File: src/rtl/prc_pkg.sv
package prc_pkg;

  // Field widths of the item format and the default number of micro-rotations.
  localparam int COORD_WIDTH = 16;
  localparam int ANGLE_WIDTH = 16;
  localparam int DEF_ROTATION_STEPS = 16;

  // Internal datapath: guard fraction bits plus headroom for the CORDIC gain.
  localparam int GUARD_BITS = 4;
  localparam int DATA_WIDTH = COORD_WIDTH + GUARD_BITS + 3;
  localparam int TURN_WIDTH = 32;
  localparam int KINV_BITS = 24;
  localparam int PROD_WIDTH = DATA_WIDTH + KINV_BITS + 1;
  localparam int NARROW_SHIFT = TURN_WIDTH - ANGLE_WIDTH;

  // Inverse CORDIC gain, scaled by 2^KINV_BITS.
  localparam logic [KINV_BITS-1:0] KINV = KINV_BITS'(10188014);

  localparam logic [TURN_WIDTH-1:0] HALF_TURN = 32'h8000_0000;
  localparam logic [TURN_WIDTH-1:0] QUARTER_TURN = 32'h4000_0000;
  localparam logic [TURN_WIDTH:0] ANGLE_RND = (33'd1 << NARROW_SHIFT) >> 1;

  // Conversion direction codes.
  localparam logic KIND_POLAR = 1'b0;
  localparam logic KIND_RECT = 1'b1;

  // Arctangent of 2^-i as a binary angle (2^32 is one turn).
  localparam logic [TURN_WIDTH-1:0] ATAN_TAB [32] = '{
    32'h20000000, 32'h12E4051E, 32'h09FB385B, 32'h051111D4, 32'h028B0D43,
    32'h0145D7E1, 32'h00A2F61E, 32'h00517C55, 32'h0028BE53, 32'h00145F2F,
    32'h000A2F98, 32'h000517CC, 32'h00028BE6, 32'h000145F3, 32'h0000A2FA,
    32'h0000517D, 32'h000028BE, 32'h0000145F, 32'h00000A30, 32'h00000518,
    32'h0000028C, 32'h00000146, 32'h000000A3, 32'h00000051, 32'h00000029,
    32'h00000014, 32'h0000000A, 32'h00000005, 32'h00000003, 32'h00000001,
    32'h00000001, 32'h00000000
  };

  typedef struct packed {
    logic                          kind;
    logic signed [COORD_WIDTH-1:0] x_in;
    logic signed [COORD_WIDTH-1:0] y_in;
    logic signed [COORD_WIDTH-1:0] radius_in;
    logic [ANGLE_WIDTH-1:0]        angle_in;
  } in_item_t;

  typedef struct packed {
    logic [COORD_WIDTH-1:0]        radius_out;
    logic [ANGLE_WIDTH-1:0]        angle_out;
    logic signed [COORD_WIDTH-1:0] x_out;
    logic signed [COORD_WIDTH-1:0] y_out;
  } out_item_t;

  // Information that rides alongside the CORDIC data.
  typedef struct packed {
    logic                   kind;
    logic                   spec;
    logic [COORD_WIDTH-1:0] spec_mag;
    logic [ANGLE_WIDTH-1:0] spec_ang;
  } side_t;

  // One CORDIC stage: coordinates, angle accumulator and sideband.
  typedef struct packed {
    logic signed [DATA_WIDTH-1:0] a;
    logic signed [DATA_WIDTH-1:0] b;
    logic [TURN_WIDTH-1:0]        acc;
    side_t                        side;
  } rot_t;

  // Gain correction stage.
  typedef struct packed {
    logic signed [PROD_WIDTH-1:0] pa;
    logic signed [PROD_WIDTH-1:0] pb;
    logic [TURN_WIDTH-1:0]        acc;
    side_t                        side;
  } mul_t;

  // Round a full binary angle half up to the output width, wrapping at one turn.
  function automatic logic [ANGLE_WIDTH-1:0] narrow_angle(input logic [TURN_WIDTH-1:0] z);
    logic [TURN_WIDTH:0] sum;
    sum = {1'b0, z} + ANGLE_RND;
    return sum[NARROW_SHIFT +: ANGLE_WIDTH];
  endfunction

endpackage

File: src/rtl/prc_rot_stage.sv
module prc_rot_stage
  import prc_pkg::*;
#(
  parameter int STEP = 0
) (
  input  logic clk,
  input  logic rst_n,
  input  logic ld,
  input  logic prev_valid,
  input  rot_t prev_data,
  output logic valid_r,
  output rot_t data_r
);

  rot_t data_nxt;
  logic signed [DATA_WIDTH-1:0] da;
  logic signed [DATA_WIDTH-1:0] db;
  logic dir;

  // One micro-rotation. Vectoring steers by the sign of b, rotation by the
  // sign of the residual angle; both subtract the table angle when rotating counterclockwise.
  always_comb begin
    da = prev_data.b >>> STEP;
    db = prev_data.a >>> STEP;
    dir = (prev_data.side.kind == KIND_RECT) ? !prev_data.acc[TURN_WIDTH-1]
                                              : prev_data.b[DATA_WIDTH-1];
    data_nxt = prev_data;
    if (dir) begin
      data_nxt.a = prev_data.a - da;
      data_nxt.b = prev_data.b + db;
      data_nxt.acc = prev_data.acc - ATAN_TAB[STEP];
    end else begin
      data_nxt.a = prev_data.a + da;
      data_nxt.b = prev_data.b - db;
      data_nxt.acc = prev_data.acc + ATAN_TAB[STEP];
    end
  end

  // Stage register; the valid bit moves with the data.
  always_ff @(posedge clk) begin
    if (!rst_n) begin
      valid_r <= 1'b0;
    end else if (ld) begin
      valid_r <= prev_valid;
    end
  end

  always_ff @(posedge clk) begin
    if (ld) begin
      data_r <= data_nxt;
    end
  end

endmodule

File: config.mk
export PLATFORM = sky130hd
export DESIGN_NAME = prc_rot_stage
export DESIGN_NICKNAME = d
export VERILOG_FILES = /design/src/rtl/prc_pkg.sv /design/src/rtl/prc_rot_stage.sv
export SDC_FILE = /design/constraint.sdc
export NUM_CORES = 1
export LEC_CHECK = 0
export ABC_AREA = 1
export BUFFER_PORTS_ARGS = -buffer_cell sky130_fd_sc_hd__buf_2
export CAP_MARGIN = 25
export CORE_UTILIZATION = 50
export CTS_BUF_LIST = sky130_fd_sc_hd__clkbuf_4 sky130_fd_sc_hd__clkbuf_8
export DETAILED_ROUTE_END_ITERATION = 8
export PLACE_DENSITY = 0.76
export SETUP_SLACK_MARGIN = 0.1
export SKIP_CTS_REPAIR_TIMING = 1
export SLEW_MARGIN = 25
export SYNTH_ARGS = -nofsm -noshare
export SYNTH_HDL_FRONTEND = slang
export SYNTH_SLANG_ARGS = --single-unit
File: constraint.sdc
create_clock -name clk -period 4.6 [get_ports clk]
set_clock_uncertainty 0.15 [all_clocks]
set_input_delay 0 -clock clk [delete_from_list [all_inputs] [get_ports clk]]
set_output_delay 0 -clock clk [all_outputs]
set_load 0.01 [all_outputs]
# Word level (Yosys, flattened, before mapping)
# Cells that the tools add are included.
dict set report word_totals {
  regBits 113
  in_bits 116
  output_inout_bits 113
  word_cells 16
}
dict set report classes {
  addsub 5
  muxes 2
  n_reduce_logical 1
}
# operator n
set ops {}
lappend ops {{$mux 78} 1}
lappend ops {{$sub 23x23->23} 2}
lappend ops {{$add 32x30->32 const B} 1}
lappend ops {{$sub 32x30->32 const B} 1}
lappend ops {{$add 23x23->23} 1}
lappend ops {{$logic_not 1->1} 1}
lappend ops {{$mux 1} 1}

# Logic depth before layout (Yosys ltp)
dict set report logic_depth {
  depth_word 3
  mapped_depth 15
  mapped_depth_nobuf 14
}

# Worst setup path after synthesis
# No wires, ideal clock.
dict set report synth_path {
  path_kind {input-to-reg}
  start {input port prev_data[66] in the netlist's numbering}
  end {register data_r[105] in the netlist's numbering (data pin)}
  setup_time_ns 0.254
  arrival_ns 1.296
  required_time_ns 4.196
  slack_ns 2.900
  stages 13
  n_path_buf 0
  path_cell_list {ha_1 -> inv_1 -> fa_1 -> inv_1 -> nand2_1 -> nand3_1 -> inv_1 -> o21bai_2 -> nand2_1 -> nand2_1 -> nand2_1 -> nand3_1 -> nand2_1}
}
# item line_no
set synth_rtl {}
lappend synth_rtl {{from (decl)} prc_rot_stage.sv:10} ;# input rot_t prev_data,
lappend synth_rtl {{to (signal assigned)} prc_rot_stage.sv:50} ;# data_r <= data_nxt;
lappend synth_rtl {{to (decl)} prc_rot_stage.sv:12} ;# output rot_t data_r

==> impl_results.md <==
* Status: finished, violations left
* Failing checks: hold timing
* WHS at -0.0111 ns
* RR Startpoint: valid_r
* CP startpoint: prev_data[89]
* Synthesized area per cell at 7.36 sq um
* Crit path to: data_r[82]
* Final Hold Vio Count at 2
* Num Clock Sinks at 112
* Worst r2r dst: valid_r
* # rows at 47
* Syn nets at 1362
* RSZ-0062 raised after global routing: no
* Area of the multi-input gates at 0.00424 sq mm
* Register-to-register setup slack at 3.21 ns
* Syn. warnings at 0
* Slew margin rel. at 39.0%
* Most common cell on crit path: nand2_1
* Crit path max-delay family: buffers and inverters
* Crit. End Element: flip-flop
* CP Buf/Inv Count at 2
* Crit-path cells: dlygate4sd3_1 -> buf_2 -> ha_1 -> fa_1 -> o21bai_1 -> nand2_1 -> nand2_1 -> nand2_1 -> nand2_1 -> nand2_1 -> nand3_1 -> nand2_1
* Util after Layout at 64.4%
* Dpl cells at 1588
* Htree depth at 3
* CP Depth at 12
* Crit path DAT at between 2 and 2.5 ns
* Die Width at 133 um
* WL/cell at 15.4 um
* Largest net degree at the start of global routing at 71
* Minimum clock period at 2.46 ns
* GRT overflow at 0
* Routed wire length at ~26 mm
* Gpl congestion at 0.991
* Nature of the critical path startpoint: input pin
* Number of top-level pins at 229
* Die Y at 133 um
* Vias/cell at 5.03
* Syn Inst Count at 1167
* WP data required at between 4 and 5 ns
* Hold WC Path Type: in -> reg
* Crit path largest cell delay at 0.54 ns
* Total Routing Usage GR at 26.9%
* Synth cell types at 35
* Most frequent cells in the layout: 402 x nand2_1, 227 x buf_2, 214 x inv_1, 111 x edfxtp_1, 102 x nand3_1
* PortBufs at 228
* Register area share after synthesis at between 30% and 40%
* CTS Buffer Depth at 2
* HPWL after DPL at a little under 20 mm
* TritonCTS clock tree: done
* Highest Clock Rate at 0.407 GHz
* First-pass GRT wire length at 36.7 mm
* Vias in the first global route at 7283
* Vias at 8421
* Core Region at 0.0167 sq mm
* Synth top area share at 38.8%
* Worst-Skew Late Latency at 0.37 ns
* Largest cells by area after synthesis: edfxtp_1 39%, nand2_1 18%, ha_1 11%
* Setup TNS Final at 0 ns
* Crit-path slowest cell: dlygate4sd3_1
* Worst slew pin tran at 0.914 ns
* Top cell type by total area after synthesis: edfxtp_1
* Worst reg2reg path depth at 3
* CTS Buf Count at 9
* Leak at 5.70 nW
* DR iter-0 viols at 742
* Slew Limit Fails at 0
* Part of the cycle the worst path needs at 53.4%
* Initial Util at 51.4%
* Fraction of layout cells with a size suffix above 1 at 18.4%
* DRC at 0
* Syn-to-layout area delta at 25.2%
* Register area at 0.00335 sq mm
* MaxCap Viol Count at 0
* CTS clk-pin slew, worst paths at 0.10 ns
* CTS Root Cell: clkbuf_8
* Drt pass-1 iters at 9
* Non-filler instance count after layout at 1674
* Final setup fails at 0
* Peak VDD IR at approximately 0.00019 V
* Power, Total at around 2.9 mW
* Post-DRT Antenna Nets at 0
* Die Area at 0.0177 sq mm
* Final Net Count at 1644
* ANT cells at 0
* Crit path max fanout at 4
* Flops & latches, synth at 112
* Filler cells at 1508
* Antenna violations before repair at 0
* Pwr Density at 265 mW/mm^2
* Crit path kind: in -> reg
* Mapped cell area at 0.00859 sq mm
* Most common cell after layout, fill and taps aside: nand2_1
[final cells by class]
class                           instances  area share, %
Multi-Input combinational cell        806           39.5
Sequential cell                       112           31.2
Timing Repair Buffer                  300           17.3
Inverter                              220           7.68
Tap cell                              220           2.56
Clock buffer                            9           1.15
Clock inverter                          7          0.652
[power by group]
| part | internal (mW) | switching, mW |
|---|---|---|
| Combinational | 0.354 | 0.618 |
| Sequential | 1.26 | 0.0355 |
| Clock | 0.214 | 0.369 |
| Total | 1.83 | 1.02 |
[worst min-delay path by stage]
stage	start	to	depth (start not counted)
CTS	prev_data[46]	data_r[46]	1
global placement	prev_data[20]	data_r[20]	1
floorplan	ld	valid_r	1
finish	prev_data[111]	data_r[88]	5
global route	prev_data[111]	data_r[88]	5
detailed placement	prev_data[41]	data_r[41]	1
[Yosys cell counts]
library cell / count
clkbuf_1: 4
fa_1: 4
nand2b_1: 1
o21bai_2: 1
nand2_1: 402
nor3_2: 1
o21ai_0: 20
xor2_1: 17
o21ai_1: 6
nor3_1: 5
nand2_2: 4
buf_2: 14
buf_1: 1
nor2_1: 81
or2_2: 1
inv_1: 214
nor2_4: 3
clkinv_1: 1
nand3_1: 102
buf_6: 3
dfxtp_1: 1
buf_4: 7
o21bai_1: 10
o22ai_1: 1
nor2_2: 3
a21oi_2: 4
nand3b_1: 3
xnor2_1: 1
edfxtp_1: 111
a31oi_1: 2
nand4_1: 15
inv_2: 5
ha_1: 75
a21oi_1: 43
and2_1: 1
[kinds of logic after synthesis]
kind of cell / share of synthesized area, %
flops: 39.1
buf+inv: 11.7
xor+xnor: 1.84
compound gates: 5.65
simple gates: 29.9
fa+ha+maj: 11.9
[worst register-to-register path, delay by kind of cell (launching register included)]
kind | cells | cell delay (ns)
buf+inv | 1 | 0.58
compound gates | 2 | 0.24
flops | 1 | 0.32
[through the flow]
stage	cell area, sq um	setup slack (ns)
finish	10700	2.14
global route	10700	2.01
CTS	10000	2.73
detailed placement	9850	2.33
global placement	9850	2.33
floorplan	8590	2.90
[per-layer routing]
metal	up-vias	GRT usage [%]	routed length [um]
met5	-	0	0
met1	3816	35.4	10700
li1	4210	-	-
met3	40	2.84	1680
met4	0	6.83	585
met2	355	47.2	12800
[sequential cells by signal (all words and copies together) (netlist names)]
register  flops
data_r      111
valid_r       1
Power figures use the tool's default switching activity.
